--- src/sv/msd_pkg.sv ---
// Shared types and constants for the pointer shake detector.
package msd_pkg;

   localparam int RING_DEPTH_DFLT = 64;
   localparam int TS_W            = 32;
   localparam int X_W             = 16;
   localparam int REV_W           = 6;
   localparam int MIN_SAMPLES     = 6;
   localparam int SLOW_GAP_MS     = 200;
   localparam int MS_PER_S        = 1000;
   localparam int REV_MAX         = 63;
   localparam int SPEED_W         = 10;
   localparam int MINREV_W        = 3;
   localparam int WIN_W           = 14;
   localparam int COOL_W          = 14;
   localparam int CSR_IDX_W       = 2;
   localparam int CSR_DATA_W      = 14;
   localparam int LHS_W           = 26;
   localparam int RHS_W           = SPEED_W + TS_W;

   typedef enum logic [CSR_IDX_W-1:0] {
      CSR_MIN_SPEED     = 2'd0,
      CSR_MIN_REVERSALS = 2'd1,
      CSR_WINDOW_MS     = 2'd2,
      CSR_COOLDOWN_MS   = 2'd3
   } csr_index_type;

   localparam logic [SPEED_W-1:0]  MIN_SPEED_RST     = 10'd500;
   localparam logic [MINREV_W-1:0] MIN_REVERSALS_RST = 3'd4;
   localparam logic [WIN_W-1:0]    WINDOW_MS_RST     = 14'd500;
   localparam logic [COOL_W-1:0]   COOLDOWN_MS_RST   = 14'd1000;

   typedef struct packed {
      logic [SPEED_W-1:0]  speed_floor;
      logic [MINREV_W-1:0] rev_goal;
      logic [WIN_W-1:0]    age_limit;
      logic [COOL_W-1:0]   quiet_ms;
   } cfg_type;

   typedef struct packed {
      logic [TS_W-1:0] ts;
      logic [X_W-1:0]  x;
   } ring_entry_type;

   // clear starts a walk; valid/first/last tag the ring read data of this cycle
   typedef struct packed {
      logic clear;
      logic valid;
      logic first;
      logic last;
   } walk_ctl_type;

   typedef enum logic [1:0] {
      ST_IDLE,
      ST_WALK,
      ST_RESULT
   } seq_state_type;

endpackage

--- src/sv/msd_ring.sv ---
// Sample ring: one write port, one read port with registered read data.
module msd_ring #(
   parameter int RING_DEPTH = msd_pkg::RING_DEPTH_DFLT
) (
   input  logic                           clock,
   input  logic                           wr_en,
   input  logic [$clog2(RING_DEPTH)-1:0]  wr_addr,
   input  msd_pkg::ring_entry_type        wr_data,
   input  logic                           rd_en,
   input  logic [$clog2(RING_DEPTH)-1:0]  rd_addr,
   output msd_pkg::ring_entry_type        rd_data
);
   import msd_pkg::*;

   ring_entry_type mem [RING_DEPTH];
   ring_entry_type rd_data_ff;

   always_ff @(posedge clock) begin
      if (wr_en) begin
         mem[wr_addr] <= wr_data;
      end
   end

   always_ff @(posedge clock) begin
      if (rd_en) begin
         rd_data_ff <= mem[rd_addr];
      end
   end

   assign rd_data = rd_data_ff;

endmodule

--- src/sv/msd_pair_eval.sv ---
// Pair evaluation pipeline: differences and cross-multiply, then reversal tracking.
module msd_pair_eval (
   input  logic                               clock,
   input  logic                               reset,
   input  msd_pkg::cfg_type                   cfg,
   input  logic [msd_pkg::TS_W-1:0]           now,
   input  msd_pkg::walk_ctl_type              ctl,
   input  msd_pkg::ring_entry_type            rd_data,
   output logic                               done,
   output logic [msd_pkg::REV_W-1:0]          revs
);
   import msd_pkg::*;

   logic [TS_W-1:0]  prev_t_ff;
   logic [X_W-1:0]   prev_x_ff;

   logic [X_W:0]     dx_c;
   logic [X_W:0]     adx_full_c;
   logic [X_W-1:0]   adx_c;
   logic [TS_W-1:0]  dt_c;
   logic [TS_W-1:0]  age_c;

   logic             b_valid_ff;
   logic             b_pair_ff;
   logic             b_last_ff;
   logic             b_win_ff;
   logic             b_dtz_ff;
   logic             b_pos_ff;
   logic [TS_W-1:0]  b_tb_ff;
   logic [LHS_W-1:0] b_lhs_ff;
   logic [RHS_W-1:0] b_rhs_ff;

   logic             fast_seen_ff;
   logic [TS_W-1:0]  fast_time_ff;
   logic             dir_valid_ff;
   logic             dir_right_ff;
   logic [REV_W-1:0] revs_ff;

   logic             fast_c;
   logic             slow_gap_c;

   // stage A
   assign dx_c       = {rd_data.x[X_W-1], rd_data.x} - {prev_x_ff[X_W-1], prev_x_ff};
   assign adx_full_c = dx_c[X_W] ? (~dx_c + 1'b1) : dx_c;
   assign adx_c      = adx_full_c[X_W-1:0];
   assign dt_c       = rd_data.ts - prev_t_ff;
   assign age_c      = now - prev_t_ff;

   always_ff @(posedge clock) begin
      if (ctl.valid) begin
         prev_t_ff <= rd_data.ts;
         prev_x_ff <= rd_data.x;
      end
      b_win_ff <= (age_c <= TS_W'(cfg.age_limit));
      b_dtz_ff <= (dt_c == '0);
      b_pos_ff <= !dx_c[X_W] && (dx_c != '0);
      b_tb_ff  <= rd_data.ts;
      b_lhs_ff <= LHS_W'(adx_c) * LHS_W'(MS_PER_S);
      b_rhs_ff <= RHS_W'(cfg.speed_floor) * RHS_W'(dt_c);
   end

   always_ff @(posedge clock) begin
      if (reset) begin
         b_valid_ff <= 1'b0;
         b_pair_ff  <= 1'b0;
         b_last_ff  <= 1'b0;
      end else begin
         b_valid_ff <= ctl.valid;
         b_pair_ff  <= ctl.valid && !ctl.first;
         b_last_ff  <= ctl.valid && ctl.last;
      end
   end

   // stage B
   assign fast_c     = RHS_W'(b_lhs_ff) >= b_rhs_ff;
   assign slow_gap_c = (b_tb_ff - fast_time_ff) > TS_W'(SLOW_GAP_MS);

   always_ff @(posedge clock) begin
      if (reset) begin
         fast_seen_ff <= 1'b0;
         dir_valid_ff <= 1'b0;
         revs_ff      <= '0;
      end else if (ctl.clear) begin
         fast_seen_ff <= 1'b0;
         dir_valid_ff <= 1'b0;
         revs_ff      <= '0;
      end else if (b_pair_ff && b_win_ff && !b_dtz_ff) begin
         if (!fast_c) begin
            if (fast_seen_ff && slow_gap_c) begin
               dir_valid_ff <= 1'b0;
            end
         end else begin
            fast_seen_ff <= 1'b1;
            dir_valid_ff <= 1'b1;
            if (dir_valid_ff && (b_pos_ff != dir_right_ff) &&
                (revs_ff != REV_W'(REV_MAX))) begin
               revs_ff <= revs_ff + 1'b1;
            end
         end
      end
   end

   always_ff @(posedge clock) begin
      if (b_pair_ff && b_win_ff && !b_dtz_ff && fast_c) begin
         fast_time_ff <= b_tb_ff;
         dir_right_ff <= b_pos_ff;
      end
   end

   assign done = b_valid_ff && b_last_ff;
   assign revs = revs_ff;

endmodule

--- src/sv/msd_seq.sv ---
// Sequencer: request intake, ring pointers, walk address issue, response register.
module msd_seq #(
   parameter int RING_DEPTH = msd_pkg::RING_DEPTH_DFLT
) (
   input  logic                               clock,
   input  logic                               reset,
   input  msd_pkg::cfg_type                   cfg,
   input  logic                               req_valid,
   output logic                               req_ready,
   input  logic [msd_pkg::TS_W-1:0]           req_timestamp_ms,
   input  logic signed [msd_pkg::X_W-1:0]     req_x_position,
   output logic                               rsp_valid,
   input  logic                               rsp_ready,
   output logic                               rsp_shake_detected,
   output logic [msd_pkg::REV_W-1:0]          rsp_reversal_count,
   output logic                               wr_en,
   output logic [$clog2(RING_DEPTH)-1:0]      wr_addr,
   output msd_pkg::ring_entry_type            wr_data,
   output logic                               rd_en,
   output logic [$clog2(RING_DEPTH)-1:0]      rd_addr,
   output msd_pkg::walk_ctl_type              ctl,
   output logic [msd_pkg::TS_W-1:0]           now,
   input  logic                               done,
   input  logic [msd_pkg::REV_W-1:0]          revs
);
   import msd_pkg::*;

   localparam int PTR_W = $clog2(RING_DEPTH);
   localparam int CNT_W = $clog2(RING_DEPTH + 1);
   localparam logic [CNT_W-1:0] DEPTH_C = CNT_W'(RING_DEPTH);

   seq_state_type    state_ff, state_in;
   logic [PTR_W-1:0] wp_ff;
   logic [CNT_W-1:0] fill_ff;
   logic [TS_W-1:0]  last_shake_ff;
   logic [TS_W-1:0]  now_ff;
   logic             eval_ff;
   logic [PTR_W-1:0] rd_addr_ff;
   logic [CNT_W-1:0] left_ff;
   logic             first_ff;
   logic             tag_valid_ff;
   logic             tag_first_ff;
   logic             tag_last_ff;
   logic             rsp_valid_ff;
   logic             rsp_shake_ff;
   logic [REV_W-1:0] rsp_revs_ff;

   logic             accept;
   logic             issue;
   logic             load_rsp;
   logic             slot_free;
   logic [PTR_W-1:0] wp_new;
   logic [CNT_W-1:0] fill_new;
   logic [CNT_W:0]   start_sum;
   logic [CNT_W:0]   start_wrap;
   logic             eval_c;
   logic             shake_c;

   assign slot_free = !rsp_valid_ff || rsp_ready;
   assign wp_new    = (wp_ff == PTR_W'(RING_DEPTH - 1)) ? '0 : wp_ff + 1'b1;
   assign fill_new  = (fill_ff == DEPTH_C) ? fill_ff : fill_ff + 1'b1;
   assign start_sum = (CNT_W+1)'(wp_new) + (CNT_W+1)'(RING_DEPTH) - (CNT_W+1)'(fill_new);
   assign start_wrap = (start_sum >= (CNT_W+1)'(RING_DEPTH)) ?
                       start_sum - (CNT_W+1)'(RING_DEPTH) : start_sum;
   assign eval_c    = ((req_timestamp_ms - last_shake_ff) >= TS_W'(cfg.quiet_ms)) &&
                      (fill_new >= CNT_W'(MIN_SAMPLES));
   assign shake_c   = eval_ff && (revs >= REV_W'(cfg.rev_goal));

   always_comb begin
      state_in = state_ff;
      case (state_ff)
         ST_IDLE: begin
            if (req_valid) begin
               state_in = eval_c ? ST_WALK : ST_RESULT;
            end
         end
         ST_WALK: begin
            if (done) begin
               state_in = ST_RESULT;
            end
         end
         ST_RESULT: begin
            if (slot_free) begin
               state_in = ST_IDLE;
            end
         end
         default: state_in = ST_IDLE;
      endcase
   end

   always_comb begin
      req_ready = 1'b0;
      issue     = 1'b0;
      load_rsp  = 1'b0;
      case (state_ff)
         ST_IDLE:   req_ready = 1'b1;
         ST_WALK:   issue     = (left_ff != '0);
         ST_RESULT: load_rsp  = slot_free;
         default:   req_ready = 1'b0;
      endcase
   end

   assign accept = req_ready && req_valid;

   always_ff @(posedge clock) begin
      if (reset) begin
         state_ff      <= ST_IDLE;
         wp_ff         <= '0;
         fill_ff       <= '0;
         last_shake_ff <= '0;
         left_ff       <= '0;
         tag_valid_ff  <= 1'b0;
         rsp_valid_ff  <= 1'b0;
      end else begin
         state_ff     <= state_in;
         tag_valid_ff <= issue;
         if (accept) begin
            wp_ff   <= wp_new;
            fill_ff <= fill_new;
            left_ff <= eval_c ? fill_new : '0;
         end else if (issue) begin
            left_ff <= left_ff - 1'b1;
         end
         if (load_rsp) begin
            rsp_valid_ff <= 1'b1;
            if (shake_c) begin
               last_shake_ff <= now_ff;
            end
         end else if (rsp_ready) begin
            rsp_valid_ff <= 1'b0;
         end
      end
   end

   always_ff @(posedge clock) begin
      if (accept) begin
         now_ff     <= req_timestamp_ms;
         eval_ff    <= eval_c;
         rd_addr_ff <= start_wrap[PTR_W-1:0];
         first_ff   <= 1'b1;
      end else if (issue) begin
         rd_addr_ff <= (rd_addr_ff == PTR_W'(RING_DEPTH - 1)) ? '0 : rd_addr_ff + 1'b1;
         first_ff   <= 1'b0;
      end
      tag_first_ff <= first_ff;
      tag_last_ff  <= (left_ff == CNT_W'(1));
      if (load_rsp) begin
         rsp_shake_ff <= shake_c;
         rsp_revs_ff  <= eval_ff ? revs : '0;
      end
   end

   assign wr_en   = accept;
   assign wr_addr = wp_ff;
   assign wr_data = '{ts: req_timestamp_ms, x: req_x_position};
   assign rd_en   = issue;
   assign rd_addr = rd_addr_ff;
   assign now     = now_ff;

   assign ctl.clear = accept;
   assign ctl.valid = tag_valid_ff;
   assign ctl.first = tag_first_ff;
   assign ctl.last  = tag_last_ff;

   assign rsp_valid          = rsp_valid_ff;
   assign rsp_shake_detected = rsp_shake_ff;
   assign rsp_reversal_count = rsp_revs_ff;

endmodule

--- src/sv/motion_shake_detector.sv ---
// Pointer shake detector top level: config registers and block wiring.
//
//  channel   ports                                       direction
//  req       req_valid/req_ready, timestamp_ms, x_pos    in
//  rsp       rsp_valid/rsp_ready, shake_detected, count  out
//  csr       csr_we, csr_index, csr_wdata                in, write only
//
// An evaluated request walks the ring with one read per stored sample on the
// single read port, then waits for pipeline fill and result.
// A request skipped by cooldown or too few samples goes straight to the result.
// Reset empties the ring logically (fill count zero); no clearing pass.
// A new request is taken while an earlier response still waits in its register;
// a walk finishing with that register still full holds until it drains.
module motion_shake_detector #(
   parameter int RING_DEPTH = msd_pkg::RING_DEPTH_DFLT
) (
   input  logic                                  clock,
   input  logic                                  reset,
   input  logic                                  req_valid,
   output logic                                  req_ready,
   input  logic [msd_pkg::TS_W-1:0]              req_timestamp_ms,
   input  logic signed [msd_pkg::X_W-1:0]        req_x_position,
   output logic                                  rsp_valid,
   input  logic                                  rsp_ready,
   output logic                                  rsp_shake_detected,
   output logic [msd_pkg::REV_W-1:0]             rsp_reversal_count,
   input  logic                                  csr_we,
   input  logic [msd_pkg::CSR_IDX_W-1:0]         csr_index,
   input  logic [msd_pkg::CSR_DATA_W-1:0]        csr_wdata
);
   import msd_pkg::*;

   localparam int PTR_W = $clog2(RING_DEPTH);

   cfg_type          cfg_ff;
   logic             wr_en;
   logic [PTR_W-1:0] wr_addr;
   ring_entry_type   wr_data;
   logic             rd_en;
   logic [PTR_W-1:0] rd_addr;
   ring_entry_type   rd_data;
   walk_ctl_type     ctl;
   logic [TS_W-1:0]  now;
   logic             done;
   logic [REV_W-1:0] revs;

   always_ff @(posedge clock) begin
      if (reset) begin
         cfg_ff.speed_floor <= MIN_SPEED_RST;
         cfg_ff.rev_goal    <= MIN_REVERSALS_RST;
         cfg_ff.age_limit   <= WINDOW_MS_RST;
         cfg_ff.quiet_ms    <= COOLDOWN_MS_RST;
      end else if (csr_we) begin
         case (csr_index)
            CSR_MIN_SPEED:     cfg_ff.speed_floor <= csr_wdata[SPEED_W-1:0];
            CSR_MIN_REVERSALS: cfg_ff.rev_goal    <= csr_wdata[MINREV_W-1:0];
            CSR_WINDOW_MS:     cfg_ff.age_limit   <= csr_wdata[WIN_W-1:0];
            CSR_COOLDOWN_MS:   cfg_ff.quiet_ms    <= csr_wdata[COOL_W-1:0];
            default:           cfg_ff             <= cfg_ff;
         endcase
      end
   end

   msd_seq #(
      .RING_DEPTH(RING_DEPTH)
   ) u_seq (
      .clock             (clock),
      .reset             (reset),
      .cfg               (cfg_ff),
      .req_valid         (req_valid),
      .req_ready         (req_ready),
      .req_timestamp_ms  (req_timestamp_ms),
      .req_x_position    (req_x_position),
      .rsp_valid         (rsp_valid),
      .rsp_ready         (rsp_ready),
      .rsp_shake_detected(rsp_shake_detected),
      .rsp_reversal_count(rsp_reversal_count),
      .wr_en             (wr_en),
      .wr_addr           (wr_addr),
      .wr_data           (wr_data),
      .rd_en             (rd_en),
      .rd_addr           (rd_addr),
      .ctl               (ctl),
      .now               (now),
      .done              (done),
      .revs              (revs)
   );

   msd_ring #(
      .RING_DEPTH(RING_DEPTH)
   ) u_ring (
      .clock  (clock),
      .wr_en  (wr_en),
      .wr_addr(wr_addr),
      .wr_data(wr_data),
      .rd_en  (rd_en),
      .rd_addr(rd_addr),
      .rd_data(rd_data)
   );

   msd_pair_eval u_pair_eval (
      .clock  (clock),
      .reset  (reset),
      .cfg    (cfg_ff),
      .now    (now),
      .ctl    (ctl),
      .rd_data(rd_data),
      .done   (done),
      .revs   (revs)
   );

endmodule

--- config.mk ---
export PLATFORM = sky130hd
export DESIGN_NAME = motion_shake_detector
export DESIGN_NICKNAME = d
export VERILOG_FILES = /design/src/sv/msd_pkg.sv /design/src/sv/msd_ring.sv /design/src/sv/msd_pair_eval.sv /design/src/sv/msd_seq.sv /design/src/sv/motion_shake_detector.sv
export SDC_FILE = /design/constraint.sdc
export NUM_CORES = 2
export LEC_CHECK = 0
export BUFFER_PORTS_ARGS = -buffer_cell sky130_fd_sc_hd__buf_4
export CAP_MARGIN = 25
export CORE_ASPECT_RATIO = 1.75
export CORE_UTILIZATION = 45
export CTS_BUF_LIST = sky130_fd_sc_hd__clkbuf_16
export DETAILED_ROUTE_END_ITERATION = 7
export GPL_ROUTABILITY_DRIVEN = 0
export MAX_ROUTING_LAYER = met4
export PLACE_DENSITY_LB_ADDON = 0.2
export SLEW_MARGIN = 20
export SYNTH_ARGS = -nofsm -noshare
export SYNTH_HDL_FRONTEND = slang
export SYNTH_HIERARCHICAL = 1
export SYNTH_SLANG_ARGS = --single-unit
--- constraint.sdc ---
create_clock -name clock -period 9.8 [get_ports clock]
set_input_delay 0.49 -clock clock [delete_from_list [all_inputs] [get_ports clock]]
set_output_delay 0.49 -clock clock [all_outputs]
set_load 0.005 [all_outputs]
==> metrics.md <==
| Metric | Value |
|---|---|
| Endpoint class of the critical path | flip-flop |
| Finished Cell Area | 0.167 mm2 |
| Status | completed |
| Starting density of the core | 0.452 |
| Post_cts resized | 0 |
| Die width | 440 um |
| Post-CTS Hold Fix Bufs | 22 |
| Biggest area consumer among synthesized cells | edfxtp_1 |
| Final setup fails | 0 |
| Pin count of the biggest net entering global routing | 118 |
| Sequential Area | 0.102 mm2 |
| Clock Root Buffer | clkbuf_16 |
| Fillers | 27.2k |
| Number of nets in the layout | 9485 |
| Die height | 768 um |
| Largest cells by area after synthesis | edfxtp_1, mux4_2, fa_1, ha_1, dfxtp_1 |
| Worst vdd ir | 0.000122 V |
| Port Buffers | 77 |
| Commonest non-fill, non-tap cell in the layout | edfxtp_1 |
| First-pass GRT wire length | 618000 um |
| CTS Buf Count | 309 |
| DRC | 0 |
| Proportion of layout cells with a drive suffix above 1 | 0.182 |
| GRT Util Overall | 0.265 |
| Worst-skew pair later-pin latency | 0.92 ns |
| WL final | 437000 um |
| Core Box Area | 0.334 mm2 |
| Req. time, crit path | 10.62 ns |
| Die Area | 0.338 mm2 |
| Vias per std cell | 6.13 |
| Clock transition at the registers of the reported paths | 0.06 ns |
| Crit path largest cell delay | 0.69 ns |
| FP Rows | 281 |
| Most frequent cells in the layout | edfxtp_1, mux4_2, inv_1 |
| Placed Area | 0.157 mm2 |
| Detailed Routing Iterations Pass 1 | 5 |
| Post-DP HPWL | 271000 um |
| Postcts setup bufs | 0 |
| Mapped cell area | 0.151 mm2 |
| Initial antenna violation count | 28 |
| Setup TNS Final | 0 ns |
| Worst Skew | 0.0693 ns |
| Tmin final | 8.88 ns |
| Lkg Pwr | 56.5 nW |
| Min-delay worst type | input port to flip-flop |
| Fin crit share | 0.906 |
| Slew Limit Fails | 0 |
| Max-cap violations | 0 |
| Yosys reg bits | 3458 |
| Final core utilization | 0.501 |
| Area fraction of the dominant cell type after synthesis | 0.646 |
| Worst setup path class | flip-flop to flip-flop |
| Critical Path Slowest Stage Cell | xnor2_1 |
| PD cells | 202 mW/mm2 |
| CTS tree | done |
| Clock buffer depth | 4 |
| Drt initial violations | 7793 |
| Netlist cell types | 93 |
| Warnings, synthesis | 6 |
| Mean Syn Cell Area | 17.5 um2 |
| Area grow syn2layout | 11.0% |
| Fin cells | 13.5k |
| CP startpoint kind | flip-flop |
| Hold Worst Slack | 0.0613 ns |
| Final Hold Viols | 0 |
| Critical Path AT | 9.70 ns |
| RSZ-0062 raised after global routing | no |
| Slew Limit Headroom | 0.000328 |
| Per-cell routed wire length | 32.4 um |
| DP Cell Count | 12.8k |
| Vias | 82.7k |
| Synthesized instance count | 8606 |
| Syn Nets | 9312 |
| FFs w/ async S/R, synth | 0 |
| CTS sink cnt | 3458 |
| Ys flop type | edfxtp_1 |
| CTS HTree Levels | 5 |
| Vias in the first global route | 85.3k |
| Max Freq | 113 MHz |
| EDFF count, synth | 3247 |
| Seq/Total Area, Yosys | 0.674 |
| Total grt overflow | 0 |
| Ports | 78 |
| CP Max Fanout | 11 |
| ANT nets after route | 0 |
| Multi-input gate area | 0.0457 mm2 |
| Worst Tran Pin Value | 1.50 ns |
-- critical path, delay by kind of cell (launching register included) --
kind,cells,cell delay (ns)
fa+ha+maj,8,3.63
compound gates,15,3.31
flops,1,0.41
simple gates,2,0.36
buf+inv,4,0.24
xor+xnor,2,0.82
-- cell usage after synthesis (25+ instances only) --
cell	n
o21ai_0	105
o211ai_1	28
o21a_1	37
dfxtp_1	211
clkbuf_1	198
nand3_1	65
or3_1	25
edfxtp_1	3247
a221oi_1	88
o22ai_1	132
a21oi_1	276
a22oi_1	73
inv_1	485
o221ai_1	35
ha_1	338
fa_1	299
a22o_1	57
buf_4	115
nand4_1	44
xnor2_1	127
nand2_1	312
mux2i_1	146
a21o_1	83
and2_1	190
nor2_1	354
xor2_1	77
nor3_1	45
mux4_2	754
buf_2	110
o21bai_1	32
nor2b_1	64
nand2b_1	83
a211oi_1	46
-- cell type report --
cell class                      count  area share
Antenna cell                       83     0.00124
Clock buffer                      321      0.0480
Clock inverter                    229      0.0103
Inverter                          486      0.0109
Multi-Input combinational cell   4204       0.273
Sequential cell                  3458       0.607
Tap cell                         4386      0.0328
Timing Repair Buffer              320      0.0167
-- routing by layer --
metal / wire [um] / global-route usage / vias to the layer above
met1: 153000 / 0.298 / 44200
met4: 25700 / 0.138 / 0
met2: 231000 / 0.461 / 3473
met3: 27800 / 0.0311 / 889
met5: 0 / - / -
li1: - / - / 34100
-- final timing paths --
kind,startpoint,slack (ns),to,depth (start not counted)
hold reg to reg,u_seq/first_ff$_SDFFE_PP1P_,0.36,u_seq/tag_first_ff$_DFF_P_,0
setup reg to reg,u_pair_eval/prev_t_ff[0]$_DFFE_PP_,0.92,u_pair_eval/b_rhs_ff[40]$_DFF_P_,31
setup / recovery,u_pair_eval/prev_t_ff[0]$_DFFE_PP_,0.92,u_pair_eval/b_rhs_ff[40]$_DFF_P_,31
hold / removal,reset,0.06,u_seq/last_shake_ff[24]$_SDFFE_PP0P_,2
-- power by group --
group	internal [mW]	total, mW	switching, mW	leakage, nW
logic	2.05	5.34	3.30	20.6
clock network	6.59	12.0	5.45	5.00
registers	16.4	16.4	0.0839	31.0
total	25.0	33.8	8.83	56.5
-- stage by stage --
| step | worst slack (ns) | total power, mW |
|---|---|---|
| 6_report | 0.920 | 33.8 |
| 2_1_floorplan | 2.17 | 20.2 |
| 3_3_place_gp | 1.14 | 22.0 |
| 4_1_cts | 1.02 | 34.0 |
| 3_5_place_dp | 1.03 | 22.1 |
| 5_1_grt | 0.265 | 34.9 |
-- cells by family (layout without fill, tap and decap cells) --
group / count (synthesis) / after routing / synth area share
DFF: 3458 / 3458 / 0.674
AOI/OAI and AO/OA: 1159 / 1159 / 0.0528
other: 0 / 83 / 0
and+or+nand+nor: 1292 / 1292 / 0.0426
buffers and inverters: 944 / 1356 / 0.0280
xor gates and xnor gates: 204 / 204 / 0.0118
adders and majority gates: 637 / 637 / 0.0677
muxes: 912 / 912 / 0.123
-- registers in the layout, summed over array words and instances, names as in the netlist, 41 cells and up --
name / flops
u_ring/mem: 3072
u_ring/rd_data: 48
u_pair_eval/b_rhs_ff: 42
cfg_ff: 41
Note: power is estimated with default switching activity, not from simulation.
